--- config.mk ---
export PLATFORM = sky130hd
export DESIGN_NAME = led_command_byte_parser
export DESIGN_NICKNAME = d
export VERILOG_FILES = /design/src/sv/lcbp_pkg.sv /design/src/sv/lcbp_in_stage.sv /design/src/sv/lcbp_cmd_fsm.sv /design/src/sv/lcbp_out_stage.sv /design/src/sv/led_command_byte_parser.sv
export VERILOG_INCLUDE_DIRS = /design/src /design/src/sv
export SDC_FILE = /design/constraint.sdc
export NUM_CORES = 1
export LEC_CHECK = 0
export BUFFER_PORTS_ARGS = -buffer_cell sky130_fd_sc_hd__buf_2
export CORE_ASPECT_RATIO = 0.6
export CORE_MARGIN = 1
export CORE_UTILIZATION = 63
export CTS_BUF_LIST = sky130_fd_sc_hd__clkbuf_16
export DETAILED_ROUTE_END_ITERATION = 12
export GPL_TIMING_DRIVEN = 0
export PLACE_DENSITY = 0.84
export SYNTH_ARGS = -nofsm -noshare
export SYNTH_HDL_FRONTEND = slang
export SYNTH_SLANG_ARGS = --single-unit
--- constraint.sdc ---
create_clock -name clk_i -period 6.8 [get_ports clk_i]
set_input_delay 1.36 -clock clk_i [delete_from_list [all_inputs] [get_ports clk_i]]
set_output_delay 1.36 -clock clk_i [all_outputs]
set_load 0.05 [all_outputs]
--- src/sv/led_command_byte_parser_macros.svh ---
// ----------------------------------------------------------------------------
// LED command byte parser assertion macros
// Shared concurrent assertion shorthands, sampled on clk_i, off in reset.
// ----------------------------------------------------------------------------
`ifndef LED_COMMAND_BYTE_PARSER_MACROS_SVH
`define LED_COMMAND_BYTE_PARSER_MACROS_SVH

// Same-cycle implication.
`define LCBP_ASSERT_IMPL(label, ante, cons) \
  label: assert property (@(posedge clk_i) disable iff (!rst_ni) (ante) |-> (cons)) \
    else $error("lcbp assertion failed");

// Next-cycle implication.
`define LCBP_ASSERT_NEXT(label, ante, cons) \
  label: assert property (@(posedge clk_i) disable iff (!rst_ni) (ante) |=> (cons)) \
    else $error("lcbp assertion failed");

`endif

--- src/sv/lcbp_pkg.sv ---
// ----------------------------------------------------------------------------
// LED command byte parser package
// Command codes, parse phases, sizes and the result struct.
// ----------------------------------------------------------------------------
package lcbp_pkg;

  localparam int unsigned LedCount   = 32;
  localparam int unsigned MeterCount = 4;
  localparam int unsigned FrameBytes = (LedCount + 7) / 8;
  localparam int unsigned LedIdxW    = $clog2(LedCount);
  localparam int unsigned MeterIdxW  = (MeterCount > 1) ? $clog2(MeterCount) : 1;
  localparam int unsigned ByteIdxW   = (FrameBytes > 1) ? $clog2(FrameBytes) : 1;

  localparam logic [7:0] CmdSetLed = 8'h73;  // 's'
  localparam logic [7:0] CmdBuffer = 8'h62;  // 'b'
  localparam logic [7:0] CmdRandom = 8'h72;  // 'r'
  localparam logic [7:0] CmdMeter  = 8'h61;  // 'a'

  typedef enum logic [2:0] {
    PH_IDLE    = 3'd0,
    PH_LED_NUM = 3'd2,
    PH_LED_VAL = 3'd3,
    PH_BUF     = 3'd4,
    PH_MET_NUM = 3'd5,
    PH_MET_VAL = 3'd6
  } lcbp_phase_e;

  typedef struct packed {
    logic [LedCount-1:0]              frame_bits;
    logic                             random_mode;
    logic [MeterCount-1:0][7:0]       meters;
    logic                             command_done;
  } lcbp_result_t;

endpackage

--- src/sv/lcbp_in_stage.sv ---
// ----------------------------------------------------------------------------
// LED command byte parser input stage
// Registers one received byte; refills in the cycle the held beat moves on.
// ----------------------------------------------------------------------------
module lcbp_in_stage (
  input  logic       clk_i,
  input  logic       rst_ni,
  input  logic       in_valid_i,
  output logic       in_ready_o,
  input  logic [7:0] rx_byte_i,
  input  logic       advance_i,
  output logic       valid_o,
  output logic [7:0] byte_o
);
  import lcbp_pkg::*;

  logic       valid_q, valid_d;
  logic [7:0] byte_q, byte_d;
  logic       take;

  assign in_ready_o = !valid_q || advance_i;
  assign take       = in_valid_i && in_ready_o;

  always_comb begin
    valid_d = valid_q;
    byte_d  = byte_q;
    if (take) begin
      valid_d = 1'b1;
      byte_d  = rx_byte_i;
    end else if (advance_i) begin
      valid_d = 1'b0;
    end
  end

  always_ff @(posedge clk_i or negedge rst_ni) begin
    if (!rst_ni) begin
      valid_q <= 1'b0;
    end else begin
      valid_q <= valid_d;
    end
  end

  always_ff @(posedge clk_i) begin
    byte_q <= byte_d;
  end

  assign valid_o = valid_q;
  assign byte_o  = byte_q;

endmodule

--- src/sv/lcbp_cmd_fsm.sv ---
// ----------------------------------------------------------------------------
// LED command byte parser command state machine
// Parses one byte per step, updates frames, random flag and meters.
// ----------------------------------------------------------------------------
`include "led_command_byte_parser_macros.svh"

module lcbp_cmd_fsm (
  input  logic                  clk_i,
  input  logic                  rst_ni,
  input  logic                  step_i,
  input  logic [7:0]            byte_i,
  output lcbp_pkg::lcbp_result_t result_o
);
  import lcbp_pkg::*;

  lcbp_phase_e                phase_q, phase_d;
  logic [7:0]                 arg_q, arg_d;
  logic [LedCount-1:0]        front_q, front_d;
  logic [LedCount-1:0]        back_q, back_d;
  logic [LedCount-1:0]        back_fill;
  logic                       rand_q, rand_d;
  logic [MeterCount-1:0][7:0] meter_q, meter_d;
  logic                       done;

  always_comb begin
    phase_d   = phase_q;
    arg_d     = arg_q;
    front_d   = front_q;
    back_d    = back_q;
    rand_d    = rand_q;
    meter_d   = meter_q;
    done      = 1'b0;
    back_fill = back_q;
    back_fill[arg_q[ByteIdxW-1:0]*8 +: 8] = byte_i;
    if (step_i) begin
      unique case (phase_q)
        PH_IDLE: begin
          if (byte_i == CmdSetLed) begin
            phase_d = PH_LED_NUM;
          end else if (byte_i == CmdBuffer) begin
            arg_d   = 8'd0;
            phase_d = PH_BUF;
          end else if (byte_i == CmdRandom) begin
            rand_d = 1'b1;
          end else if (byte_i == CmdMeter) begin
            arg_d   = 8'd0;
            phase_d = PH_MET_NUM;
          end
        end
        PH_LED_NUM: begin
          arg_d   = byte_i;
          phase_d = PH_LED_VAL;
        end
        PH_LED_VAL: begin
          // out-of-range LED number completes without touching the frame
          if (arg_q < 8'(LedCount)) begin
            front_d[arg_q[LedIdxW-1:0]] = (byte_i != 8'd0);
          end
          rand_d  = 1'b0;
          phase_d = PH_IDLE;
          done    = 1'b1;
        end
        PH_BUF: begin
          arg_d = arg_q + 8'd1;
          if (arg_d >= 8'(FrameBytes)) begin
            front_d = back_fill;
            back_d  = front_q;
            rand_d  = 1'b0;
            phase_d = PH_IDLE;
            done    = 1'b1;
          end else begin
            back_d = back_fill;
          end
        end
        PH_MET_NUM: begin
          arg_d   = (byte_i < 8'(MeterCount)) ? byte_i : 8'd0;
          phase_d = PH_MET_VAL;
        end
        PH_MET_VAL: begin
          meter_d[arg_q[MeterIdxW-1:0]] = byte_i;
          rand_d  = 1'b0;
          phase_d = PH_IDLE;
          done    = 1'b1;
        end
        default: begin
          phase_d = PH_IDLE;
        end
      endcase
    end
  end

  always_ff @(posedge clk_i or negedge rst_ni) begin
    if (!rst_ni) begin
      phase_q <= PH_IDLE;
      arg_q   <= 8'd0;
      front_q <= '0;
      back_q  <= '0;
      rand_q  <= 1'b0;
    end else begin
      phase_q <= phase_d;
      arg_q   <= arg_d;
      front_q <= front_d;
      back_q  <= back_d;
      rand_q  <= rand_d;
    end
  end

  always_ff @(posedge clk_i) begin
    meter_q <= meter_d;
  end

  assign result_o.frame_bits   = front_d;
  assign result_o.random_mode  = rand_d;
  assign result_o.meters       = meter_d;
  assign result_o.command_done = done;

  `LCBP_ASSERT_NEXT(a_done_to_idle, step_i && done, phase_q == PH_IDLE)
  `LCBP_ASSERT_IMPL(a_done_clears_random, done, !rand_d)
  `LCBP_ASSERT_NEXT(a_random_cmd, step_i && phase_q == PH_IDLE && byte_i == CmdRandom, rand_q)
  `LCBP_ASSERT_NEXT(a_hold_when_idle, !step_i,
                    $stable(phase_q) && $stable(front_q) && $stable(back_q) && $stable(rand_q))

endmodule

--- src/sv/lcbp_out_stage.sv ---
// ----------------------------------------------------------------------------
// LED command byte parser result stage
// Holds one result beat until taken; reloads in the cycle it is taken.
// ----------------------------------------------------------------------------
module lcbp_out_stage (
  input  logic                   clk_i,
  input  logic                   rst_ni,
  input  logic                   load_i,
  input  lcbp_pkg::lcbp_result_t result_i,
  output logic                   can_load_o,
  output logic                   out_valid_o,
  input  logic                   out_ready_i,
  output lcbp_pkg::lcbp_result_t result_o
);
  import lcbp_pkg::*;

  logic         valid_q, valid_d;
  lcbp_result_t res_q, res_d;

  assign can_load_o = !valid_q || out_ready_i;

  always_comb begin
    valid_d = valid_q;
    res_d   = res_q;
    if (load_i) begin
      valid_d = 1'b1;
      res_d   = result_i;
    end else if (out_ready_i) begin
      valid_d = 1'b0;
    end
  end

  always_ff @(posedge clk_i or negedge rst_ni) begin
    if (!rst_ni) begin
      valid_q <= 1'b0;
    end else begin
      valid_q <= valid_d;
    end
  end

  always_ff @(posedge clk_i) begin
    res_q <= res_d;
  end

  assign out_valid_o = valid_q;
  assign result_o    = res_q;

endmodule

--- src/sv/led_command_byte_parser.sv ---
// ----------------------------------------------------------------------------
// LED command byte parser
// Serial command bytes in, LED frame, random flag and meter levels out.
// ----------------------------------------------------------------------------
// Every accepted byte gives exactly one result beat showing the state after
// that byte. A byte is held in the input register, is parsed in one pass,
// and lands in the result register; a new byte is taken every cycle while
// the result side keeps up. Commands: 's' n v sets LED n, 'b' plus four
// bytes loads the back frame and then swaps it in, 'r' selects random mode,
// 'a' m v sets meter m (index 4 or more means 0). Meter levels are undefined
// until first written.
module led_command_byte_parser (
  input  logic        clk_i,
  input  logic        rst_ni,
  input  logic        in_valid_i,
  output logic        in_ready_o,
  input  logic [7:0]  rx_byte_i,
  output logic        out_valid_o,
  input  logic        out_ready_i,
  output logic [31:0] frame_bits_o,
  output logic        random_mode_o,
  output logic [7:0]  meter_zero_o,
  output logic [7:0]  meter_one_o,
  output logic [7:0]  meter_two_o,
  output logic [7:0]  meter_three_o,
  output logic        command_done_o
);
  import lcbp_pkg::*;

  logic         s1_valid;
  logic [7:0]   s1_byte;
  logic         can_load;
  logic         advance;
  lcbp_result_t step_res;
  lcbp_result_t out_res;

  assign advance = s1_valid && can_load;

  lcbp_in_stage u_in_stage (
    .clk_i      (clk_i),
    .rst_ni     (rst_ni),
    .in_valid_i (in_valid_i),
    .in_ready_o (in_ready_o),
    .rx_byte_i  (rx_byte_i),
    .advance_i  (advance),
    .valid_o    (s1_valid),
    .byte_o     (s1_byte)
  );

  lcbp_cmd_fsm u_cmd_fsm (
    .clk_i    (clk_i),
    .rst_ni   (rst_ni),
    .step_i   (advance),
    .byte_i   (s1_byte),
    .result_o (step_res)
  );

  lcbp_out_stage u_out_stage (
    .clk_i       (clk_i),
    .rst_ni      (rst_ni),
    .load_i      (advance),
    .result_i    (step_res),
    .can_load_o  (can_load),
    .out_valid_o (out_valid_o),
    .out_ready_i (out_ready_i),
    .result_o    (out_res)
  );

  assign frame_bits_o   = out_res.frame_bits;
  assign random_mode_o  = out_res.random_mode;
  assign meter_zero_o   = out_res.meters[0];
  assign meter_one_o    = out_res.meters[1];
  assign meter_two_o    = out_res.meters[2];
  assign meter_three_o  = out_res.meters[3];
  assign command_done_o = out_res.command_done;

endmodule
==> run_results.csv <==
group,metric,value,unit
synth,netlist.top_cell.by_area,"edfxtp_1",
cts,cts_resized,0,
layout,footprint_of_the_multi_input_gates,3030,um2
drt,post_drt_via_cell_ratio,6.59,
grt,first_pass_grt_wire_length,35000,um
synth,synth.lib_cells_used.distinct,51,
sta,fmax,310,MHz
grt,antenna_violations_before_repair,0,
synth,post_synth_main_area_contributors,"edfxtp_1, dfrtp_1, dfxtp_1",
synth,synth_fp_nets,762,
grt,grt_max_degree,52,
placed_design,dp_hpwl,14700,um
cts,clk_slew_on_worst_s_h_paths,70,ps
drt,routed_wire_length_per_instance,21.7,um
cts,clk-insertion-delay-late,440,ps
drt,vias_after_detailed_routing,6724,
sta,clock-skew-final,13.2,ps
die,io-pin-count,80,
layout,layout.filler_cells,825,
die,design.die.area,13300,um2
layout,drive_gt1_share,20.9,%
synth,most_frequent_cells_after_synthesis,"dfrtp_1, nor2_1, edfxtp_1, a21oi_1, o21ai_0",
layout,final_core_utilization,76.2,%
synth,ys.warnings.count,0,
placed_design,detailedPlace.worstSlack,3320,ps
drt,antenna_violating_nets_post_route,0,
die,coreArea,12300,um2
sta,finalWorstSetupSlack,3570,ps
pwr,cell_internal_pwr,2.33,mW
synth,post_synth_instance_area,8110,um2
synth,synth.yosys.seq_area_share,59.4,%
synth,post-synth-top-area-fraction,27.4,%
drt,firstDrtPassIters,6,
sta,grt_setup_unrepaired,"false",
min_path,worstHoldPathType,"reg2reg",
layout,final-instance-count-excl-fill,1021,
placed_design,placed_cells_incl_taps,989,
cts,clockRootBuffer,"clkbuf_16",
critical_path,slowest_stage,"buf_2",
pwr,power_per_cell_area,432,nW/um2
cts,post_cts_buffers,0,
drt,total_length_of_routed_wires,22200,um
sta,hold_viol_final,0,
pwr,power_frac_clock,24.4,%
drt,drc,0,
critical_path,top_family_by_delay_on_critical_path,"buffers and inverters",
sta,report.final.slew_viol_count,0,
placed_design,io_buffers,79,
pwr,sequentialPowerShare,38.4,%
critical_path,worst-setup-path-type,"in2out",
grt,grt_pass1_vias,6531,
critical_path,cpMostUsedCell,"buf_2",
critical_path,slowest_cell_delay_on_critical_path,230,ps
critical_path,worstPathBufferInverterCount,2,
pwr,ir_drop,0.224,mV
placed_design,gp_routability_congestion,0.884,
critical_path,timing.critical_path.cells,"buf_2 -> nand3b_1 -> buf_2",
pwr,power_leakage,3.71,nW
sta,max_slew.worst_pin.slew,961,ps
drt,drt-initial-drc-count,909,
layout,seqCellArea,4810,um2
sta,final-setup-viol-count,0,
die,start_util,66.0,%
die,die_width,148,um
critical_path,cp_data_arrival_time,1870,ps
sta,final.setup.tns,0,ps
cts,cts.sink_count,184,
sta,period_minus_slack,3230,ps
critical_path,worst_path_fanout_max,3,
cts,max-clock-path-buffers,2,
run_status,outcome,"finished, final reports clean",
synth,synthArstFlopShare,42.4,%
synth,postSynthRegisterBits,184,
sta,maxSlewHeadroom,35.7,%
critical_path,worst-endpoint-required,5440,ps
synth,syn_inst,743,
synth,synthesis.area_per_instance,10.9,um2
pwr,p_sw,1.71,mW
synth,post-synth-top-count-cell,"dfrtp_1",
critical_path,kind_of_end_point_of_the_critical_path,"output pin",
synth,synth-edff-count,74,
grt,grt_remaining_overflow,0,
pwr,power.switching_fraction,42.3,%
cts,numCtsBuffers,17,
job,timing.max_cap.violations,0,
layout,area.growth.synth_to_final,15.5,%
sta,final.period_utilization,47.5,%
cts,cts_tree,"built",
cts,cts-htree-levels,4,
cts,cts-hold-fix-buffers,0,
layout,n_antenna_cell,0,
critical_path,timing.critical_path.from_type,"input port",
synth,synth_ff_type,"dfrtp_1",
die,std_cell_rows,31,
pwr,comb_power_share,37.2,%
die,dieHeight,89.9,um
grt,grt.total_usage,34.8,%
layout,final_nets,862,
pwr,p_total,4.04,mW
[final timing paths]
| path | startpoint | end | slack [ps] | depth (start not counted) |
|---|---|---|---|---|
| max reg2reg | u_cmd_fsm.arg_q[0] | u_cmd_fsm.back_q[31] | 3790 | 8 |
| min | u_cmd_fsm.meter_q[1] | u_cmd_fsm.meter_q[1] | 480 | 1 |
| min reg2reg | u_cmd_fsm.meter_q[1] | u_cmd_fsm.meter_q[1] | 480 | 1 |
| max in group asynchronous | rst_ni | u_cmd_fsm.arg_q[4] | 5340 | 2 |
| max | out_ready_i | in_ready_o | 3570 | 3 |
| min in group asynchronous | rst_ni | u_cmd_fsm.back_q[7] | 860 | 1 |
[registers in the layout, indices dropped and copies added (netlist names)]
signal,cells
u_cmd_fsm.arg_q,8
u_cmd_fsm.back_q,32
u_cmd_fsm.front_q,32
u_cmd_fsm.meter_q,32
u_cmd_fsm.phase_q,3
u_cmd_fsm.rand_q,1
u_in_stage.byte_o,8
u_in_stage.valid_o,1
u_out_stage.out_valid_o,1
u_out_stage.result_o,66
[layout make-up]
| cell class | count | share of cell area [%] |
|---|---|---|
| Clock inverter | 15 | 1.88 |
| Timing Repair Buffer | 81 | 4.75 |
| Sequential cell | 184 | 51.4 |
| Inverter | 8 | 0.321 |
| Clock buffer | 17 | 4.54 |
| Tap cell | 165 | 2.20 |
| Multi-Input combinational cell | 501 | 32.3 |
| Buffer | 50 | 2.59 |
[metal layers]
metal | track usage, % | part of all wire, %
met3 | 7.51 | 12
met2 | 50.9 | 45
met5 | 0 | 0
met1 | 50.9 | 41
met4 | 13.4 | 2.3
[cell usage in the layout, fill, tap and decap left out, drive strengths merged, types with 5 or more instances in the layout]
cell type / instances
nor2b: 32
nand2: 63
nand3: 25
nor2: 77
o211ai: 22
inv: 15
ha: 7
o31ai: 21
mux2: 32
clkbuf: 46
a211o: 31
nor3: 7
buf: 102
clkinv: 6
dfxtp: 32
dfrtp: 78
nand2b: 5
a21oi: 70
nand3b: 5
edfxtp: 74
o21ai: 62
[power by group through the flow]
stage | Clock [mW] | Sequential (mW) | Combinational, mW
finish | 0.988 | 1.55 | 1.50
global route | 1.03 | 1.57 | 1.59
CTS | 0.986 | 1.54 | 1.46
detailed placement | 0 | 1.56 | 1.44
global placement | 0 | 1.55 | 1.38
floorplan | 0 | 1.78 | 0.800
[metrics by stage]
stage	hold slack [ps]	area, um2
6_report	477	9370
5_1_grt	490	9370
4_1_cts	476	9370
3_5_place_dp	459	8770
3_3_place_gp	452	8710
2_1_floorplan	442	8110
[logic make-up (layout without fill, tap and decap cells)]
group                      count (synthesis)  after routing  share of synthesized area (%)
buffers and inverters                     58            171                           3.32
and+or+nand+nor                          235            235                           14.1
adders and majority gates                  7              7                           1.08
AOI/OAI and AO/OA                        221            221                           17.1
muxes                                     34             34                           4.69
xor gates and xnor gates                   4              4                          0.432
DFF                                      184            184                           59.4
No activity file was read; power rests on OpenSTA's default activity.
